<file path="config.mk">
export PLATFORM = sky130hd
export DESIGN_NAME = path_format_classifier_unit
export DESIGN_NICKNAME = d
export VERILOG_FILES = /design/src/rtl/pfc_pkg.sv /design/src/rtl/path_format_classifier_unit.sv /design/src/rtl/pfc_core.sv
export SDC_FILE = /design/constraint.sdc
export NUM_CORES = 1
export LEC_CHECK = 0
export ABC_AREA = 1
export ABC_CLOCK_PERIOD_IN_PS = 7210
export BUFFER_PORTS_ARGS = -buffer_cell sky130_fd_sc_hd__buf_2
export CORE_MARGIN = 2
export CORE_UTILIZATION = 60
export CTS_CLUSTER_DIAMETER = 100
export DETAILED_ROUTE_END_ITERATION = 8
export MAX_ROUTING_LAYER = met4
export PLACE_DENSITY = 0.86
export SKIP_CTS_REPAIR_TIMING = 1
export SYNTH_ARGS = -nofsm -noshare
export SYNTH_HDL_FRONTEND = slang
export SYNTH_SLANG_ARGS = --single-unit
</file>
<file path="constraint.sdc">
create_clock -name clk -period 7.21 [get_ports clk]
set_input_delay 0.3605 -clock clk [delete_from_list [all_inputs] [get_ports clk]]
set_output_delay 0.3605 -clock clk [all_outputs]
set_load 0.02 [all_outputs]
</file>
<file path="src/rtl/pfc_pkg.sv">
// ---------------------------------------------------------------------------
// Path format classifier package
// Types, character constants and the per-byte voting and decision functions.
// ---------------------------------------------------------------------------
package pfc_pkg;

  // Longest name that the byte position tracks before it saturates.
  localparam int MAX_NAME = 4096;
  localparam int POS_W    = $clog2(MAX_NAME + 1);

  // Vote counters saturate at their all-ones value.
  localparam int VOTE_W = 13;
  localparam logic [VOTE_W-1:0] VOTE_MAX = {VOTE_W{1'b1}};

  // Characters and masks that the classification looks at.
  localparam logic [7:0] CHAR_SLASH     = 8'h2F;
  localparam logic [7:0] CHAR_COLON     = 8'h3A;
  localparam logic [7:0] CHAR_BACKSLASH = 8'h5C;
  localparam logic [7:0] MASK_CONT      = 8'hC0;
  localparam logic [7:0] CODE_CONT      = 8'h80;
  localparam logic [7:0] MASK_LEAD2     = 8'hE0;
  localparam logic [7:0] CODE_LEAD2     = 8'hC0;
  localparam logic [7:0] MASK_LEAD3     = 8'hF0;
  localparam logic [7:0] CODE_LEAD3     = 8'hE0;
  localparam logic [7:0] MASK_LEAD4     = 8'hF8;
  localparam logic [7:0] CODE_LEAD4     = 8'hF0;

  // Which counter one classified byte bumps.
  typedef enum logic [1:0] {
    VOTE_NONE  = 2'd0,
    VOTE_SLASH = 2'd1,
    VOTE_COLON = 2'd2,
    VOTE_DRIVE = 2'd3
  } vote_t;

  // Reported format of a path name.
  typedef enum logic [1:0] {
    PATH_UNKNOWN = 2'd0,
    PATH_SLASH   = 2'd1,
    PATH_COLON   = 2'd2,
    PATH_DRIVE   = 2'd3
  } path_type_t;

  // One input item as it travels from the input register to the core.
  typedef struct packed {
    logic [7:0] char_byte;
    logic       last;
  } pfc_item_t;

  function automatic logic is_cont(input logic [7:0] b);
    return (b & MASK_CONT) == CODE_CONT;
  endfunction

  // Classify byte c given the three bytes after it. at_two is set when c
  // sits at index two of the name, where a colon marks a drive letter.
  function automatic vote_t classify(input logic [7:0] c, input logic [7:0] a1,
                                     input logic [7:0] a2, input logic [7:0] a3,
                                     input logic at_two);
    vote_t v;
    v = VOTE_NONE;
    if (c == CHAR_SLASH) begin
      v = VOTE_SLASH;
    end else if (c == CHAR_COLON) begin
      v = at_two ? VOTE_DRIVE : VOTE_COLON;
    end else if (c == CHAR_BACKSLASH) begin
      v = VOTE_DRIVE;
    end else if ((c & MASK_LEAD2) == CODE_LEAD2 && is_cont(a1)) begin
      v = VOTE_SLASH;
    end else if ((c & MASK_LEAD3) == CODE_LEAD3 && is_cont(a1) && is_cont(a2)) begin
      v = VOTE_SLASH;
    end else if ((c & MASK_LEAD4) == CODE_LEAD4 && is_cont(a1) && is_cont(a2)
                 && is_cont(a3)) begin
      v = VOTE_SLASH;
    end else if (c[7]) begin
      v = VOTE_COLON;
    end
    return v;
  endfunction

  // Pick the format from the three counters with the fixed tie-break order.
  function automatic path_type_t decide(input logic [VOTE_W-1:0] u,
                                        input logic [VOTE_W-1:0] m,
                                        input logic [VOTE_W-1:0] d);
    path_type_t t;
    priority if (u > d && u > m) t = PATH_SLASH;
    else if (m > u && m > d)     t = PATH_COLON;
    else if (d > u && d > m)     t = PATH_DRIVE;
    else if (m > u)              t = PATH_COLON;
    else if (u > m)              t = PATH_SLASH;
    else if (m > d)              t = PATH_COLON;
    else if (u > d)              t = PATH_SLASH;
    else if (d > u)              t = PATH_DRIVE;
    else                         t = PATH_UNKNOWN;
    return t;
  endfunction

endpackage

</file>
<file path="src/rtl/path_format_classifier_unit.sv">
// ---------------------------------------------------------------------------
// Path format classifier unit
// Guesses the format of a path name streamed in one byte per transfer.
// ---------------------------------------------------------------------------
// Usage:
//   The slave channel takes one byte of a path name per transfer, with
//   s_tlast on the final byte. A zero byte ends the name early; later bytes
//   up to the one with s_tlast are ignored. Only the transfer with s_tlast
//   gives a result on the master channel: the path type in m_tdata[1:0].
// Pipeline:
//   A byte is classified and counted as it leaves the input register; the
//   window shift, counter updates and decision share that one stage, so a
//   result enters the output register as its name-ending byte leaves, and
//   one byte per cycle is sustained while no name-ending byte is waiting.
// Reset:
//   rst clears the core state and both valid flags and holds s_tready low.
// Stalls:
//   A waiting result holds in the output register; bytes that do not end a
//   name keep flowing. A name-ending byte waits in the input register, with
//   s_tready low, until the output register frees.
// ---------------------------------------------------------------------------
module path_format_classifier_unit (
  input  logic       clk,
  input  logic       rst,
  input  logic       s_tvalid,
  output logic       s_tready,
  input  logic [7:0] s_tdata,   // [7:0] char_byte
  input  logic       s_tlast,   // last
  output logic       m_tvalid,
  input  logic       m_tready,
  output logic [7:0] m_tdata    // [1:0] path_type, [7:2] zero
);
  import pfc_pkg::*;

  logic       in_valid;
  pfc_item_t  in_item;
  logic       out_valid;
  path_type_t out_type;
  logic       advance;
  path_type_t core_result;

  // The held byte moves on unless it ends a name and the result slot is full and not being read.
  assign advance  = in_valid && (!in_item.last || !out_valid || m_tready);
  assign s_tready = !rst && (!in_valid || advance);

  // Input register.
  always_ff @(posedge clk) begin
    if (rst) begin
      in_valid <= 1'b0;
    end else if (s_tready) begin
      in_valid <= s_tvalid;
    end
  end

  always_ff @(posedge clk) begin
    if (s_tready && s_tvalid) begin
      in_item.char_byte <= s_tdata;
      in_item.last      <= s_tlast;
    end
  end

  pfc_core u_core (
    .clk    (clk),
    .rst    (rst),
    .step   (advance),
    .item   (in_item),
    .result (core_result)
  );

  // Output register.
  always_ff @(posedge clk) begin
    if (rst) begin
      out_valid <= 1'b0;
    end else if (advance && in_item.last) begin
      out_valid <= 1'b1;
    end else if (m_tready) begin
      out_valid <= 1'b0;
    end
  end

  always_ff @(posedge clk) begin
    if (advance && in_item.last) begin
      out_type <= core_result;
    end
  end

  assign m_tvalid = out_valid;
  assign m_tdata  = {6'b000000, out_type};

endmodule

</file>
<file path="src/rtl/pfc_core.sv">
// ---------------------------------------------------------------------------
// Path format classifier core
// Holds the lookahead window and vote counters and updates them per byte.
// ---------------------------------------------------------------------------
module pfc_core (
  input  logic               clk,
  input  logic               rst,
  input  logic               step,
  input  pfc_pkg::pfc_item_t item,
  output pfc_pkg::path_type_t result
);
  import pfc_pkg::*;

  logic [7:0]        window [3];
  logic [POS_W-1:0]  pos;
  logic [VOTE_W-1:0] slash_votes;
  logic [VOTE_W-1:0] colon_votes;
  logic [VOTE_W-1:0] backslash_votes;
  logic              name_ended;

  logic [1:0]        pend;
  logic              push;
  logic              flush;
  vote_t             push_vote;
  logic [7:0]        win_next [3];
  logic [POS_W-1:0]  pos_next;
  logic [7:0]        fw [3];
  logic [POS_W-1:0]  pos_f;
  logic [1:0]        pend_f;
  logic [7:0]        fw2;
  vote_t             flush_vote0;
  vote_t             flush_vote1;
  logic [1:0]        inc_slash;
  logic [1:0]        inc_colon;
  logic [1:0]        inc_drive;
  logic [VOTE_W-1:0] slash_next;
  logic [VOTE_W-1:0] colon_next;
  logic [VOTE_W-1:0] drive_next;

  function automatic logic [VOTE_W-1:0] sat_add(input logic [VOTE_W-1:0] v,
                                                input logic [1:0] inc);
    logic [VOTE_W:0] sum;
    sum = {1'b0, v} + {{(VOTE_W-1){1'b0}}, inc};
    return (sum > {1'b0, VOTE_MAX}) ? VOTE_MAX : sum[VOTE_W-1:0];
  endfunction

  function automatic logic [1:0] count_of(input vote_t k, input vote_t a,
                                          input vote_t b, input vote_t c);
    return {1'b0, a == k} + {1'b0, b == k} + {1'b0, c == k};
  endfunction

  // Bytes held in the window: the position, capped at three.
  assign pend  = (pos >= POS_W'(3)) ? 2'd3 : pos[1:0];
  assign push  = !name_ended && (item.char_byte != 8'h00);
  assign flush = !name_ended && ((item.char_byte == 8'h00) || item.last);

  // A full window hands its oldest byte to the voter as the new byte arrives.
  always_comb begin
    push_vote = VOTE_NONE;
    win_next  = window;
    if (pend == 2'd3) begin
      if (push) begin
        push_vote = classify(window[0], window[1], window[2], item.char_byte,
                             pos == POS_W'(5));
      end
      win_next[0] = window[1];
      win_next[1] = window[2];
      win_next[2] = item.char_byte;
    end else begin
      win_next[pend] = item.char_byte;
    end
    pos_next = (pos == POS_W'(MAX_NAME)) ? pos : pos + POS_W'(1);
  end

  // At the end of the name, every held byte but the newest votes, with zeros
  // read past the end.
  always_comb begin
    if (push) begin
      fw    = win_next;
      pos_f = pos_next;
    end else begin
      fw    = window;
      pos_f = pos;
    end
    pend_f = (pos_f >= POS_W'(3)) ? 2'd3 : pos_f[1:0];
    fw2    = (pend_f == 2'd3) ? fw[2] : 8'h00;
    flush_vote0 = VOTE_NONE;
    flush_vote1 = VOTE_NONE;
    if (flush && pend_f >= 2'd2) begin
      flush_vote0 = classify(fw[0], fw[1], fw2, 8'h00,
                             (pend_f == 2'd3) && (pos_f == POS_W'(5)));
    end
    if (flush && pend_f == 2'd3) begin
      flush_vote1 = classify(fw[1], fw2, 8'h00, 8'h00, pos_f == POS_W'(4));
    end
  end

  // Counter updates and the decision on the updated counts.
  always_comb begin
    inc_slash  = count_of(VOTE_SLASH, push_vote, flush_vote0, flush_vote1);
    inc_colon  = count_of(VOTE_COLON, push_vote, flush_vote0, flush_vote1);
    inc_drive  = count_of(VOTE_DRIVE, push_vote, flush_vote0, flush_vote1);
    slash_next = sat_add(slash_votes, inc_slash);
    colon_next = sat_add(colon_votes, inc_colon);
    drive_next = sat_add(backslash_votes, inc_drive);
    result     = decide(slash_next, colon_next, drive_next);
  end

  // State registers; the last byte of a name returns them to reset.
  always_ff @(posedge clk) begin
    if (rst || (step && item.last)) begin
      window          <= '{8'h00, 8'h00, 8'h00};
      pos             <= '0;
      slash_votes     <= '0;
      colon_votes     <= '0;
      backslash_votes <= '0;
      name_ended      <= 1'b0;
    end else if (step) begin
      if (push) begin
        window <= win_next;
        pos    <= pos_next;
      end
      slash_votes     <= slash_next;
      colon_votes     <= colon_next;
      backslash_votes <= drive_next;
      name_ended      <= name_ended || flush;
    end
  end

endmodule

</file>
* Yosys cells after proc, flatten, opt, wreduce, memory -nomap -nowiden
Index checks and enable logic that the tools add are counted.
** Cells by class
- Add/sub/neg operators :: 10
- Magnitude comparators :: 14
- Equality and inequality tests :: 35
- Muxes and demuxes :: 47
- Bitwise operators :: 1
- Reduce and logical (&&, ||, !) cells :: 37
** Operators with widths (number)
- $gt A13 B13 Y1 :: 6
- $mux W13 :: 5
- $mux W2 :: 31
- $eq A8 B6 Y1 const B :: 6
- $mux W24 :: 2
- $add A13 B2 Y14 :: 3
- $gt A14 B13 Y1 const B :: 3
- $eq A13 B3 Y1 const B :: 3
- $eq A2 B2 Y1 const B :: 13
- $ge A13 B2 Y1 const B :: 2
- $bwmux W24 :: 1
- $eq A8 B7 Y1 const B :: 3
- $logic_and A1 B1 Y1 :: 23
- $demux W8 S2 :: 1
- $mux W8 :: 2
- $add A13 B1 Y13 const B :: 1
- $eq A13 B13 Y1 const B :: 1
- $eq A3 B3 Y1 const B :: 3
- $eq A4 B4 Y1 const B :: 2
- $logic_not A8 Y1 :: 1
- $reduce_bool A8 Y1 :: 1
- $add A1 B1 Y2 :: 3
- $add A2 B1 Y2 :: 3
- $eq A2 B1 Y1 const B :: 3
- other kinds (9) :: 22
** Word-level totals
- Register bits :: 90
- Bits of input ports :: 13
- Output and inout port bits :: 10
- Word-level logic and storage cells :: 157

* Logic depth before layout (Yosys ltp)
- Depth in word-level cells :: 33
- Depth in mapped cells :: 43
- Gate-level depth less buffers :: 42

* By module
A second synthesis with hierarchy kept.
** Unflattened totals
- Cell total of the unflattened synthesis :: 1190
- Area, all modules :: 7475.9 µm²
** By module, submodules not included
- pfc_core :: times used 1, cells each 1153, area an instance 6980.4 µm², seq. area each 1541.5 µm²
- path_format_classifier_unit :: times used 1, cells each 37, area an instance 495.5 µm², seq. area each 370.4 µm²

* Least setup slack after synthesis
Ideal clock, no wire load.
- Path kind :: reg-to-reg
- Start point :: register u_core.pos[1]
- End point :: register out_type[0] (data pin)
- Setup time :: 253 ps
- Arrival time :: 4857 ps
- Data required time :: 6957 ps
- Setup slack :: 2100 ps
- Stages on the path, launching flop included :: 35
- Path buffers :: 1
- Period minus slack after synthesis :: 5110 ps
- Cell sequence :: dfxtp_1 ha_1 buf_2 nor2_2 nand2_1 nor2_4 nand3_4 nor2_4 inv_2 nor3_1 nor2_2 o21ai_1 nor2_1 nand2_1 nand2_1 nor2_1 nor2_1 fa_1 ha_1 inv_1 fa_1 inv_1 nand2_1 nor2_1 nand2_1 nor4_1 o21ai_0 ha_1 nand2_1 inv_1 nand3_1 nor4_1 nor2_1 nor2_1 nand2_1
** On the way
- Cells in the longest elaborated chain, start to end :: 33
- Elaborated cells on any way between the ends :: 102
- Classes of those cells :: add/sub (10); order compare (14); eq/ne (26); mux (40); bitwise (1); reduce/logical (11)
** RTL lines
- start: declaration :: line pfc_core.sv:15 : logic [POS_W-1:0] pos;
- start signal: assignment :: line pfc_core.sv:121 : pos <= pos_next;
- branches (longest 21 deep; another with $add A13 B1 Y13)
- $add A2 B1 Y2 * :: line pfc_core.sv:49 : return {1'b0, a == k} + {1'b0, b == k} + {1'b0, c == k};
- $add A13 B2 Y14 * :: line pfc_core.sv:43 : sum = {1'b0, v} + {{(VOTE_W-1){1'b0}}, inc};
- $gt A14 B13 Y1 :: line pfc_core.sv:44 : return (sum > {1'b0, VOTE_MAX}) ? VOTE_MAX : sum[VOTE_W-1:0];
- $mux W13 * :: line pfc_core.sv:44
- via u_core.slash_next[12] :: line pfc_core.sv:36 : logic [VOTE_W-1:0] slash_next;
- $gt A13 B13 Y1 :: line pfc_pkg.sv:87, pfc_pkg.sv:92
- $mux W2 :: line pfc_pkg.sv:92 : else if (d > u) t = PATH_DRIVE;
- $mux W2 :: line pfc_pkg.sv:91 : else if (u > d) t = PATH_SLASH;
- $mux W2 :: line pfc_pkg.sv:90 : else if (m > d) t = PATH_COLON;
- $mux W2 :: line pfc_pkg.sv:89 : else if (u > m) t = PATH_SLASH;
- $mux W2 :: line pfc_pkg.sv:88 : else if (m > u) t = PATH_COLON;
- $mux W2 :: line pfc_pkg.sv:87 : else if (d > u && d > m) t = PATH_DRIVE;
- $mux W2 :: line pfc_pkg.sv:86 : else if (m > u && m > d) t = PATH_COLON;
- end signal: assignment :: line path_format_classifier_unit.sv:83 : out_type <= core_result;
- end: declaration :: line path_format_classifier_unit.sv:38 : path_type_t out_type;
Mark *: on every way through the listed nets, which the timed path passes.
A chain may end at the register's enable or synchronous reset.

* Final worst setup path
- Start point :: register u_core.pos[0]
- End point :: register out_type[0] (data pin)
The elaborated chain is that of the path after synthesis.

==> impl_results.md <==
* Hold Vio Cnt, Final at 0
* Post-synthesis area per instance at 6.203 sq um
* Leakage at 4.058 nW
* DRC at 0
* Final worst-path cycle share at 85.63%
* Reg clk slew, reported paths at 70 ps
* Min Tclk post-route at 6174 ps
* Drt pass-1 iters at 6
* Flop pwr share at 38.5%
* DP Cell Count at 1324
* WL/cell at 13.76 um
* Clk_lat worst skew at 360 ps
* GP Congestion at 0.9791
* Slew Viols, Final at 0
* Slew @ Worst Pin at 1182 ps
* Vias/cell at 5.452
* Clk pwr share at 33.2%
* Max_slew headroom at 20.95%
* Req. time, crit path at 7330 ps
* Final #Nets at 1243
* I/O Buffers at 16
* NetSw at 0.5387 mW
* Setup TNS at 0 ps
* Register bit count reported by yosys at 90
* Io pins at 23
* CTS root buf: clkbuf_16
* Post-synthesis sequential area ratio at 25.88%
* Hold Crit Start: rst
* Global-route wire length before repair at 30610 um
* Core Footprint at 12010 sq um
* Startpoint Class: flop
* Total power at 1.492 mW
* Height of the die at 115.0 um
* Fraction of layout instances using a drive strength above 1 at 8.131%
* All-Layer GR Usage at 29.69%
* Peak VDD IR at 0.1580 mV
* Crit-path max FO at 16
* Fmax at 162.0 MHz
* Pwr dens at 191.7 nW/um^2
* Crit Path Class: reg -> reg
* Post-Route WL at 18440 um
* Inserted Diodes at 0
* Routed Antenna Nets at 0
* Final core utilization at 64.79%
* CP Launch Point: u_core.pos[0]
* Pin count of the biggest net entering global routing at 88
* Die footprint at 13220 sq um
* Post-Layout Cell Count at 1340
* Design Area, Final at 7782 sq um
* Syn. warnings at 0
* Clk sink count at 90
* Cell Area, Placed at 7478 sq um
* Vias in the first global route at 6667
* Initial core utilization at 61.51%
* Dpl ws at 1108 ps
* H-tree Lvls at 3
* Vias at 7306
* WP buf/inv at 4
* Total global routing overflow at 0
* Layout area overhead at 5.334%
* Fin worst setup slack at 1036 ps
* Reg2reg start: u_core.pos[0]
* Unique masters post-synth at 53
* Detailed placer's ending HPWL at 13610 um
* Most numerous cell on the critical path: nand2_1
* CTS tree: done
* Max incr delay on CP at 600 ps
* Cell Area, Synth at 7388 sq um
* Endpoints failing setup at 0
* Net Sw Frac at 36.10%
* Hold/Removal Path Class: in -> reg
* Hold slack at 165.0 ps
* TritonCTS buffer count at 9
* DR iter-0 viols at 672
* CP delay by family, top: simple AND/OR/NAND/NOR gates
* Status: finished clean
* Internal at 0.9535 mW
* # Max-Cap Violations at 0
* CP max-delay cell: dfxtp_1
* Std-Cell Rows at 40
* Clock Skew at 7.349 ps
* Initial antenna violation count at 0
* Chip Width at 115.0 um
* Unrepaired setup endpoints after global routing: false
* Comb power frac at 28.3%
* Worst EP arrival at 6290 ps
* Synth Instances at 1191
* Endpoint type of the worst setup path: flop
* Worst-case clock buffer depth at 2
## cell usage in the layout, fill, tap and decap left out, types with 9 or more instances in the layout
cell type	synthesis	final
nor3_1	16	16
o21ai_0	89	89
inv_1	207	207
dfxtp_1	79	79
nand3_1	56	56
nand4_1	18	18
clkbuf_16	0	9
a21oi_1	79	79
xor2_1	10	10
nand2_1	288	286
ha_1	36	36
nor2_2	15	15
o211ai_1	9	9
buf_2	2	16
edfxtp_1	11	11
nor2_1	137	137
nand2_2	15	17
## registers in the layout, summed over array words and instances (netlist names), named ones only
signal and count:
in_item 9, in_valid 1, m_tvalid 1, out_type 2
u_core.backslash_votes 13, u_core.colon_votes 13, u_core.name_ended 1, u_core.pos 13
u_core.slash_votes 13, u_core.window 18
## routing by layer
layer / share of wire, % / track usage (%) / up-vias
li1: - / - / 3773
met1: 43 / 35.11 / 3264
met2: 48 / 49.76 / 218
met3: 5.6 / 5.799 / 51
met4: 3.3 / 11.65 / 0
met5: 0 / - / -
## synthesized netlist by cell type, drive strengths merged
master	n	area [sq um]
ha	36	450.4
clkbuf	20	75.07
a21o	1	7.510
nor4	4	25.02
nand3	60	327.8
a21oi	79	395.4
inv	214	805.8
fa	6	120.1
a22oi	1	7.510
o21bai	3	22.52
o21ai	97	489.2
nor3	17	90.09
conb	1	3.750
clkinv	3	11.26
xor2	10	87.58
o211a	1	10.01
o211ai	10	80.07
nand2	306	1217
o22ai	10	75.07
a21boi	3	22.52
a211oi	3	22.52
nor2	161	727.0
o31ai	1	7.510
a31oi	6	37.54
or2	3	18.77
edfxtp	11	330.3
nand4	20	137.6
xnor2	2	17.52
a221oi	1	8.760
dfxtp	79	1582
nand3b	5	37.54
buf	17	137.6
## power groups by stage
stage | clock network, mW | logic (mW) | registers, mW
2_1_floorplan | 0 | 0.339 | 0.574
3_3_place_gp | 0 | 0.406 | 0.584
3_5_place_dp | 0 | 0.415 | 0.585
4_1_cts | 0.503 | 0.418 | 0.573
5_1_grt | 0.520 | 0.481 | 0.578
6_report | 0.495 | 0.423 | 0.574
## worst paths after layout
| path | end | slack [ps] | cells after the start |
|---|---|---|---|
| worst max-delay path | out_type[0] | 1040 | 34 |
| worst min-delay path | in_valid | 160 | 2 |
| worst max register to register | out_type[0] | 1040 | 34 |
| worst min register to register | flop | 460 | 2 |
## final cells by class
cell class	instances	area, sq um
Timing Repair Buffer	18	95.09
Multi-Input combinational cell	852	4471
Clock buffer	10	229.0
Tap cell	147	183.9
Clock inverter	6	75.07
Inverter	217	817.0
Fill cell	1110	4229
Sequential cell	90	1912
## cell families after synthesis
logic type	share of synthesized area, %
compound gates	16.05
xor+xnor	1.423
fa+ha+maj	7.722
buf+inv	13.94
flops	25.88
other cells	0.05076
simple gates	34.94
No activity file was read; power rests on OpenSTA's default activity.
